==> config.mk <==
export PLATFORM = sky130hd
export DESIGN_NAME = aabb_collision_table_flat
export DESIGN_NICKNAME = d
export VERILOG_FILES = /design/src/act_pkg.sv /design/src/act_stream_if.sv /design/src/aabb_collision_table.sv /design/src/act_front.sv /design/src/act_back.sv /design/src/flat_wrapper.sv
export SDC_FILE = /design/constraint.sdc
export NUM_CORES = 1
export LEC_CHECK = 0
export BUFFER_PORTS_ARGS = -buffer_cell sky130_fd_sc_hd__buf_2
export CORE_MARGIN = 2
export CORE_UTILIZATION = 31
export DETAILED_ROUTE_END_ITERATION = 7
export PLACE_DENSITY_LB_ADDON = 0.15
export SYNTH_ARGS = -nofsm -noshare
export SYNTH_HDL_FRONTEND = slang
export SYNTH_SLANG_ARGS = --single-unit
==> constraint.sdc <==
create_clock -name clk -period 2.6 [get_ports clk]
set_input_delay 0.13 -clock clk [delete_from_list [all_inputs] [get_ports clk]]
set_output_delay 0.13 -clock clk [all_outputs]
set_load 0.01 [all_outputs]
==> src/act_pkg.sv <==
// shared types and constants for the collider table
package act_pkg;
	localparam int SLOTS_DEF = 16;
	localparam int QDEPTH = 2;

	typedef enum logic [2:0] {
		ACT_ADD    = 3'd0,
		ACT_MARK   = 3'd1,
		ACT_PURGE  = 3'd2,
		ACT_MOVE   = 3'd3,
		ACT_CHECK  = 3'd4,
		ACT_CLEAR  = 3'd5
	} action_t;

	typedef enum logic [2:0] {
		RK_ADDED = 3'd0,
		RK_FULL  = 3'd1,
		RK_ACK   = 3'd2,
		RK_HIT   = 3'd3,
		RK_DONE  = 3'd4
	} kind_t;

	localparam logic [1:0] REG_LOW = 2'd0;
	localparam logic [1:0] REG_HIGH = 2'd1;
	localparam logic [1:0] REG_REV = 2'd2;

	typedef struct packed {
		logic [2:0]  action;
		logic [3:0]  slot;
		logic [15:0] pos_x;
		logic [15:0] pos_y;
		logic [14:0] width;
		logic [14:0] height;
		logic [3:0]  collider_class;
		logic        has_handler;
	} item_t;

	typedef struct packed {
		logic [2:0] result_kind;
		logic [3:0] owner_slot;
		logic [3:0] other_slot;
		logic [3:0] owner_class;
		logic [3:0] other_class;
		logic       last;
	} result_t;

	// strict overlap in 18 bits signed, no wrap
	function automatic logic overlap(input logic [63:0] a, input logic [63:0] b);
		logic signed [17:0] ax, ay, aw, ah, bx, by, bw, bh;
		ax = 18'(signed'(a[15:0]));
		ay = 18'(signed'(a[31:16]));
		aw = {3'b0, a[46:32]};
		ah = {3'b0, a[62:48]};
		bx = 18'(signed'(b[15:0]));
		by = 18'(signed'(b[31:16]));
		bw = {3'b0, b[46:32]};
		bh = {3'b0, b[62:48]};
		return (ax < bx + bw) && (ax + aw > bx) && (ay < by + bh) && (ay + ah > by);
	endfunction

	function automatic logic reacts(input logic [80:0] m, input logic [3:0] r,
			input logic [3:0] c);
		logic [7:0] bitn;
		bitn = 8'(r) * 8'd9 + 8'(c);
		if (r > 4'd8 || c > 4'd8) return 1'b0;
		return m[bitn[6:0]];
	endfunction
endpackage

==> src/act_stream_if.sv <==
// valid/ready channel carrying one payload
interface act_stream_if #(parameter type payload_t = logic) ();
	logic     valid;
	logic     ready;
	payload_t data;
	modport source (output valid, output data, input ready);
	modport sink (input valid, input data, output ready);
endinterface

==> src/aabb_collision_table.sv <==
// top level: collider table with apb register port
// Usage: items enter on in_ch (valid/ready), results leave on out_ch.
// Each item is queued in a two-entry queue, then executed by the back end.
// Add, mark, purge, move, clear and unused actions give one result, valid
// in the cycle after the item leaves the queue. A row check on slot i scans
// slots i+1 to SLOTS-1, one slot per cycle while out_ch is not stalled,
// with a pass through the reverse state for each pair that hits both ways,
// then gives a row-done result with last set once slot SLOTS-1 is scanned.
// The next item leaves the queue once the last result is taken.
// The result register holds while out_ch is stalled; the scan holds with it,
// while the queue keeps taking items until full.
// Reset empties the table and queue and loads the reaction matrix and
// reverse enable to their defaults. Registers are written over APB at 8*i
// and should change only while the block is idle.
module aabb_collision_table import act_pkg::*; #(
	parameter int SLOTS = SLOTS_DEF
) (
	input  logic        clk,
	input  logic        arst_n,
	act_stream_if.sink   in_ch,
	act_stream_if.source out_ch,
	input  logic        psel,
	input  logic        penable,
	input  logic        pwrite,
	input  logic [4:0]  paddr,
	input  logic [63:0] pwdata,
	output logic [63:0] prdata,
	output logic        pready
);
	logic [62:0] low_q;
	logic [17:0] high_q;
	logic        rev_q;
	logic        q_valid, deq;
	item_t       q_item;
	logic [1:0]  ra;

	assign pready = 1'b1;
	assign ra = paddr[4:3];

	always_ff @(posedge clk or negedge arst_n) begin
		if (!arst_n) begin
			low_q <= 63'd4922580132241672192;
			high_q <= 18'd36906;
			rev_q <= 1'b1;
		end else if (psel && penable && pwrite) begin
			unique case (ra)
				REG_LOW:  low_q <= pwdata[62:0];
				REG_HIGH: high_q <= pwdata[17:0];
				REG_REV:  rev_q <= pwdata[0];
				default: ;
			endcase
		end
	end

	always_comb begin
		unique case (ra)
			REG_LOW:  prdata = {1'b0, low_q};
			REG_HIGH: prdata = {46'd0, high_q};
			REG_REV:  prdata = {63'd0, rev_q};
			default:  prdata = '0;
		endcase
	end

	act_front u_front (.clk, .arst_n, .in(in_ch), .deq, .q_valid, .q_item);

	act_back #(.SLOTS(SLOTS)) u_back (.clk, .arst_n, .q_valid, .q_item, .deq,
		.react({high_q, low_q}), .rev_en(rev_q), .out(out_ch));
endmodule

==> src/act_front.sv <==
// input side: takes items into a short queue
module act_front import act_pkg::*; (
	input  logic clk,
	input  logic arst_n,
	act_stream_if.sink   in,
	input  logic         deq,
	output logic         q_valid,
	output item_t        q_item
);
	item_t      mem_q [QDEPTH];
	logic       wp_q, rp_q;
	logic [1:0] cnt_q;
	logic       enq;

	assign in.ready = cnt_q != 2'(QDEPTH);
	assign enq = in.valid && in.ready;
	assign q_valid = cnt_q != 2'd0;
	assign q_item = mem_q[rp_q];

	always_ff @(posedge clk) begin
		if (enq) mem_q[wp_q] <= in.data;
	end

	always_ff @(posedge clk or negedge arst_n) begin
		if (!arst_n) begin
			wp_q <= 1'b0;
			rp_q <= 1'b0;
			cnt_q <= 2'd0;
		end else begin
			if (enq) wp_q <= ~wp_q;
			if (deq) rp_q <= ~rp_q;
			cnt_q <= cnt_q + 2'(enq) - 2'(deq);
		end
	end

	assert property (@(posedge clk) disable iff (!arst_n) cnt_q <= 2'(QDEPTH))
		else $error("queue overflow");
	assert property (@(posedge clk) disable iff (!arst_n) deq |-> q_valid)
		else $error("pop from empty queue");
	assert property (@(posedge clk) disable iff (!arst_n) (cnt_q == 2'(QDEPTH)) |-> !in.ready)
		else $error("transfer into full queue");
endmodule

==> src/act_back.sv <==
// execution side: table state, row scan and result register
module act_back import act_pkg::*; #(
	parameter int SLOTS = SLOTS_DEF
) (
	input  logic        clk,
	input  logic        arst_n,
	input  logic        q_valid,
	input  item_t       q_item,
	output logic        deq,
	input  logic [80:0] react,
	input  logic        rev_en,
	act_stream_if.source out
);
	localparam int IW = $clog2(SLOTS);

	typedef enum logic [3:0] {
		ST_IDLE = 4'b0001,
		ST_SCAN = 4'b0010,
		ST_REV  = 4'b0100,
		ST_DONE = 4'b1000
	} state_t;

	state_t        state_q;
	logic [SLOTS-1:0] valid_q, marked_q;
	logic [63:0]   rect_q [SLOTS];
	logic [3:0]    class_q [SLOTS];
	logic          hnd_q [SLOTS];
	logic [IW-1:0] row_q, k_q;
	logic [IW:0]   kn;
	logic          rev_pend_q;
	result_t       res_q;
	logic          res_v_q;
	logic          oslot;
	logic          hit_f, hit_r, ok;
	logic [IW-1:0] free_idx;
	logic          free_any;
	logic [63:0]   rect_in;
	logic          sv;
	logic [IW-1:0] slot_i;

	assign rect_in = {1'b0, q_item.height, 1'b0, q_item.width, q_item.pos_y, q_item.pos_x};
	assign oslot = !res_v_q || out.ready;
	assign out.valid = res_v_q;
	assign out.data = res_q;
	assign slot_i = IW'(q_item.slot);
	assign sv = (32'(q_item.slot) < SLOTS) && valid_q[slot_i];

	always_comb begin
		free_any = 1'b0;
		free_idx = '0;
		for (int i = SLOTS - 1; i >= 0; i--) begin
			if (!valid_q[i]) begin
				free_any = 1'b1;
				free_idx = IW'(i);
			end
		end
	end

	assign ok = valid_q[k_q] && overlap(rect_q[row_q], rect_q[k_q]);
	assign hit_f = ok && hnd_q[row_q] && reacts(react, class_q[row_q], class_q[k_q]);
	assign hit_r = ok && rev_en && hnd_q[k_q] && reacts(react, class_q[k_q], class_q[row_q]);
	assign kn = {1'b0, k_q} + 1'b1;

	assign deq = q_valid && oslot && state_q == ST_IDLE;

	always_ff @(posedge clk) begin
		if (deq && q_item.action == ACT_ADD && free_any) begin
			rect_q[free_idx] <= rect_in;
			class_q[free_idx] <= q_item.collider_class;
			hnd_q[free_idx] <= q_item.has_handler;
		end
		if (deq && q_item.action == ACT_MOVE && sv) rect_q[slot_i] <= rect_in;
	end

	always_ff @(posedge clk or negedge arst_n) begin
		if (!arst_n) begin
			state_q <= ST_IDLE;
			valid_q <= '0;
			marked_q <= '0;
			res_v_q <= 1'b0;
			res_q <= '0;
			row_q <= '0;
			k_q <= '0;
			rev_pend_q <= 1'b0;
		end else begin
			if (out.ready) res_v_q <= 1'b0;
			unique case (state_q)
				ST_IDLE: if (deq) begin
					res_v_q <= 1'b1;
					res_q <= '{RK_ACK, 4'd0, 4'd0, 4'd0, 4'd0, 1'b1};
					case (q_item.action)
						ACT_ADD: if (free_any) begin
							valid_q[free_idx] <= 1'b1;
							marked_q[free_idx] <= 1'b0;
							res_q <= '{RK_ADDED, 4'(free_idx), 4'd0,
								q_item.collider_class, 4'd0, 1'b1};
						end else begin
							res_q <= '{RK_FULL, 4'd0, 4'd0, 4'd0, 4'd0, 1'b1};
						end
						ACT_MARK: if (sv) marked_q[slot_i] <= 1'b1;
						ACT_PURGE: begin
							valid_q <= valid_q & ~marked_q;
							marked_q <= '0;
						end
						ACT_CLEAR: begin
							valid_q <= '0;
							marked_q <= '0;
						end
						ACT_CHECK: begin
							res_q <= '{RK_DONE, q_item.slot, 4'd0, 4'd0, 4'd0, 1'b1};
							if (sv && 32'(q_item.slot) < SLOTS - 1) begin
								res_v_q <= 1'b0;
								row_q <= slot_i;
								k_q <= slot_i + 1'b1;
								state_q <= ST_SCAN;
							end
						end
						default: ;
					endcase
				end
				ST_SCAN: if (oslot) begin
					res_v_q <= 1'b0;
					if (hit_f) begin
						res_v_q <= 1'b1;
						res_q <= '{RK_HIT, 4'(row_q), 4'(k_q), class_q[row_q],
							class_q[k_q], 1'b0};
					end
					if (hit_f && hit_r) state_q <= ST_REV;
					else begin
						if (hit_r) begin
							res_v_q <= 1'b1;
							res_q <= '{RK_HIT, 4'(k_q), 4'(row_q), class_q[k_q],
								class_q[row_q], 1'b0};
						end
						if (32'(kn) >= SLOTS) state_q <= ST_DONE;
						else k_q <= kn[IW-1:0];
					end
				end
				ST_REV: if (oslot) begin
					res_v_q <= 1'b1;
					res_q <= '{RK_HIT, 4'(k_q), 4'(row_q), class_q[k_q],
						class_q[row_q], 1'b0};
					if (32'(kn) >= SLOTS) state_q <= ST_DONE;
					else begin
						k_q <= kn[IW-1:0];
						state_q <= ST_SCAN;
					end
				end
				ST_DONE: if (oslot) begin
					res_v_q <= 1'b1;
					res_q <= '{RK_DONE, 4'(row_q), 4'd0, 4'd0, 4'd0, 1'b1};
					state_q <= ST_IDLE;
				end
				default: state_q <= ST_IDLE;
			endcase
		end
	end

	assert property (@(posedge clk) disable iff (!arst_n) (res_v_q && !out.ready) |=> res_v_q)
		else $error("result dropped");
	assert property (@(posedge clk) disable iff (!arst_n) deq |-> state_q == ST_IDLE)
		else $error("dequeue during scan");
	assert property (@(posedge clk) disable iff (!arst_n)
		(state_q == ST_SCAN || state_q == ST_REV) |-> k_q > row_q)
		else $error("scan index behind row");
	assert property (@(posedge clk) disable iff (!arst_n) $onehot(state_q))
		else $error("state not one-hot");
endmodule
==> src/flat_wrapper.sv <==
// flat-port wrapper written by rule: the top's interface ports become plain ports
module aabb_collision_table_flat import act_pkg::*;
#(
	parameter int SLOTS = SLOTS_DEF
)
  (clk, arst_n, psel, penable, pwrite, paddr, pwdata, prdata, pready, in_ch_valid, in_ch_data, in_ch_ready, out_ch_valid, out_ch_data, out_ch_ready);
  act_stream_if in_ch_i ();
  act_stream_if out_ch_i ();
  input  logic clk;
  input  logic arst_n;
  input  logic psel;
  input  logic penable;
  input  logic pwrite;
  input  logic [4:0] paddr;
  input  logic [63:0] pwdata;
  output logic [63:0] prdata;
  output logic pready;
  input wire logic [$bits(in_ch_i.valid)-1:0] in_ch_valid;
  input wire logic [$bits(in_ch_i.data)-1:0] in_ch_data;
  output wire logic [$bits(in_ch_i.ready)-1:0] in_ch_ready;
  output wire logic [$bits(out_ch_i.valid)-1:0] out_ch_valid;
  output wire logic [$bits(out_ch_i.data)-1:0] out_ch_data;
  input wire logic [$bits(out_ch_i.ready)-1:0] out_ch_ready;
  assign in_ch_i.valid = in_ch_valid;
  assign in_ch_i.data = in_ch_data;
  assign in_ch_ready = in_ch_i.ready;
  assign out_ch_valid = out_ch_i.valid;
  assign out_ch_data = out_ch_i.data;
  assign out_ch_i.ready = out_ch_ready;
  aabb_collision_table #(.SLOTS(SLOTS)) u_core (.clk(clk), .arst_n(arst_n), .in_ch(in_ch_i), .out_ch(out_ch_i), .psel(psel), .penable(penable), .pwrite(pwrite), .paddr(paddr), .pwdata(pwdata), .prdata(prdata), .pready(pready));
endmodule
==> results.yml <==
pwr:
  swShare_pct: 25.7
  leakage_uw: 0.00263
  intPower_uw: 2990
  power_frac_seq_pct: 48.9
  p_sw_uw: 1030
  ir_drop_mv: 0.448
  combPwrFrac_pct: 20.3
  clkPwrFrac_pct: 30.7
  powerDensity_mw_per_mm2: 747
place:
  pre_cts_ws_ns: 0.979
  dpl.cell_count: 622
  dp_hpwl_mm: 6.21
  gp_congestion: 0.697
  port-buffer-count: 137
sta:
  max_freq_mhz: 618
  slew_violations: 0
  rsz0062_at_grt: "false"
  hold_viol: 0
  timing.setup.tns_ns: 0
  finalSetupViolCount: 0
  slew_headroom_pct: 64.1
  skew_ns: 0.00548
  finalCritPeriodShare_pct: 62.3
  finalWorstSetupSlack_ns: 0.981
  worst_pin_slew_ns: 0.539
  min_period_ns: 1.62
drt:
  postRouteAntennaNets: 0
  wl_mm: 8.81
  wl_per_cell_um: 13.8
  dr.pass1.iters: 4
  vias: 2787
  drt_iter0_drc: 102
  route.detailed.drc: 0
  detail_route.vias_per_cell: 4.36
worst_setup_path:
  end_kind: "flip-flop"
  crit_required_ns: 2.85
  startpoint_type: "flip-flop"
  critPathKind: "reg2reg"
  crit_path_start: "u_core.u_back.state_q[3]"
  crit_arrival_ns: 1.87
  worst-path-max-fanout: 3
  rr_worst_depth: 8
  r2r-start: "u_core.u_back.state_q[3]"
global_routing:
  grt-ovfl-total: 0
  grt_pass1_vias: 2904
  grt_pass1_wl_mm: 14.4
  grt_max_degree: 54
  antenna_found_initial: 0
  grt_usage_pct: 12.8
cts:
  cts_sinks: 93
  clk_pin_slew_worst_paths_ns: 0.06
  cts_hold_buf: 1
  cts_tree: "built"
  ctsResizeCount: 0
  postCtsSetupBuffers: 0
  cts-buffers-inserted: 9
  clock_latency_ns: 0.34
  clockBufferDepth: 2
  cts_max_level: 3
  ctsRootBufferMaster: "clkbuf_16"
synthesis:
  syn-mean-instance-area_sq_um: 13.1
  synth.top_cell.area_share_pct: 41.9
  synth.cell_area_sq_mm: 0.00418
  yosys.area.top_type: "dfrtp_1"
  synth.area.top_cells: "dfrtp_1, mux2_2, dfstp_2, and2_1, mux2i_1"
  yosysSeqAreaShare_pct: 56.4
  ys_seq_elements: 93
  synth_cell_types: 25
  netlist_instances: 320
  synth_nets: 400
  ys_warn_count: 0
final_layout:
  seq_area_sq_mm: 0.00236
  num-nets-final: 538
  fillers: 1265
  drive_above_1_share_pct: 57.7
  finalNonFillerCells: 639
  multiInputGateArea_sq_mm: 0.00174
  area_growth_pct: 29.0
  antenna_cells: 0
  fin_util_pct: 40.9
floorplanning:
  core_sq_mm: 0.0132
  row_count: 42
  die_h_um: 120
  initial_core_util_pct: 31.7
  io_pins: 145
  die-area_sq_mm: 0.0144
  die_w_um: 120
hold_path:
  hp-class: "in2reg"
  hold_depth: 2
  min_from: "pwdata[53]"
job:
  cap_violations: 0
status:
  status: "finished clean"
[through the flow]
step | area, sq um | total power (uW) | hold slack [ns]
2_1_floorplan | 4180 | 2510 | -0.166
3_3_place_gp | 5090 | 2780 | 0.152
3_5_place_dp | 5090 | 2830 | 0.151
4_1_cts | 5390 | 4110 | 0.00155
5_1_grt | 5390 | 4280 | 0.00564
6_report | 5390 | 4030 | 0.0223
[layout by cell type, fill, tap and decap left out, drive strengths merged]
master       count
clkinv           2
clkinvlp         2
dfstp           23
xnor2            5
o21bai           2
nor2b            2
nor3b            3
dfrtp           70
nor2            24
nand2b           4
dlygate4sd3      1
buf            144
nand3b           2
clkbuf          12
nand3            3
a21oi            2
mux2            82
o21ai            1
conb             2
nand4            1
ha               3
inv              2
mux2i           18
and2            45
nor3             2
nand2            6
[cell usage after synthesis]
cell type and instances:
conb_1 2, mux2i_1 18, nor2b_1 2, o21ai_0 1, nand3_1 3, inv_1 2, nand4_1 1, clkbuf_1 6
o21bai_1 2, and2_1 45, nand3b_1 2, nor3b_1 3, mux2_2 82, buf_4 2, nor3_1 1, dfrtp_1 70
xnor2_1 5, ha_1 3, buf_2 10, nor3_2 1, a21oi_1 2, nor2_1 24, nand2_1 6, nand2b_1 4
dfstp_2 23
[layer usage]
layer / up-vias / global-route usage (%) / wire length, um
met5: - / 0 / 0
met4: 0 / 5.96 / 153
met3: 11 / 4.13 / 638
met2: 86 / 19.4 / 4090
met1: 1343 / 16.6 / 3930
li1: 1347 / - / -
[critical path, cell delays in order, from the launching register on]
cell,delay (ns)
dfrtp_1,0.40
nor3_1,0.25
nand3_1,0.11
inv_1,0.07
ha_1,0.23
inv_1,0.06
ha_1,0.15
xnor2_1,0.13
xnor2_1,0.15
[area by class of cell]
| type | instances | area share [%] |
|---|---|---|
| Timing Repair Buffer | 145 | 14.4 |
| Clock inverter | 4 | 0.604 |
| Tap cell | 176 | 4.09 |
| Clock buffer | 12 | 4.76 |
| Sequential cell | 93 | 43.7 |
| Multi-Input combinational cell | 207 | 32.3 |
| Inverter | 2 | 0.139 |
[power groups by stage]
stage / Clock [uW] / Combinational [uW] / Sequential (uW)
2_1_floorplan: 0 / 556 / 1960
3_3_place_gp: 0 / 804 / 1980
3_5_place_dp: 0 / 836 / 2000
4_1_cts: 1300 / 839 / 1970
5_1_grt: 1350 / 915 / 2020
6_report: 1240 / 819 / 1970
[sequential cells by signal, indices dropped and copies added (netlist names)]
name                     count
u_core.u_back.out.valid      1
u_core.rev_q                 1
u_core.high_q               18
u_core.u_back.state_q        3
u_core.u_front.cnt_q         2
u_core.u_back.out.data       1
u_core.low_q                63
u_core.u_back.k_q            4
[cell families (layout without fill, tap and decap cells)]
kind of cell               count (synthesis)  count (layout)  share of synthesized area [%]
xor gates and xnor gates                   5               5                           1.05
muxes                                    100             100                           26.4
adders and majority gates                  3               3                          0.898
AOI/OAI and AO/OA                          5               5                          0.718
buffers and inverters                     20             163                           2.28
other                                      2               2                          0.180
DFF                                       93              93                           56.4
and+or+nand+nor                           92              92                           12.1
[final timing paths]
path                                            to  slack [ns]
max in group asynchronous         u_core.low_q[34]        1.55
min                               u_core.low_q[53]        0.02
min reg2reg                 u_core.u_back.out.data        0.47
min in group asynchronous          u_core.low_q[3]        0.33
max                        u_core.u_front.cnt_q[1]        0.98
max reg2reg                u_core.u_front.cnt_q[1]        0.98
Note: power is estimated with default switching activity, not from simulation.
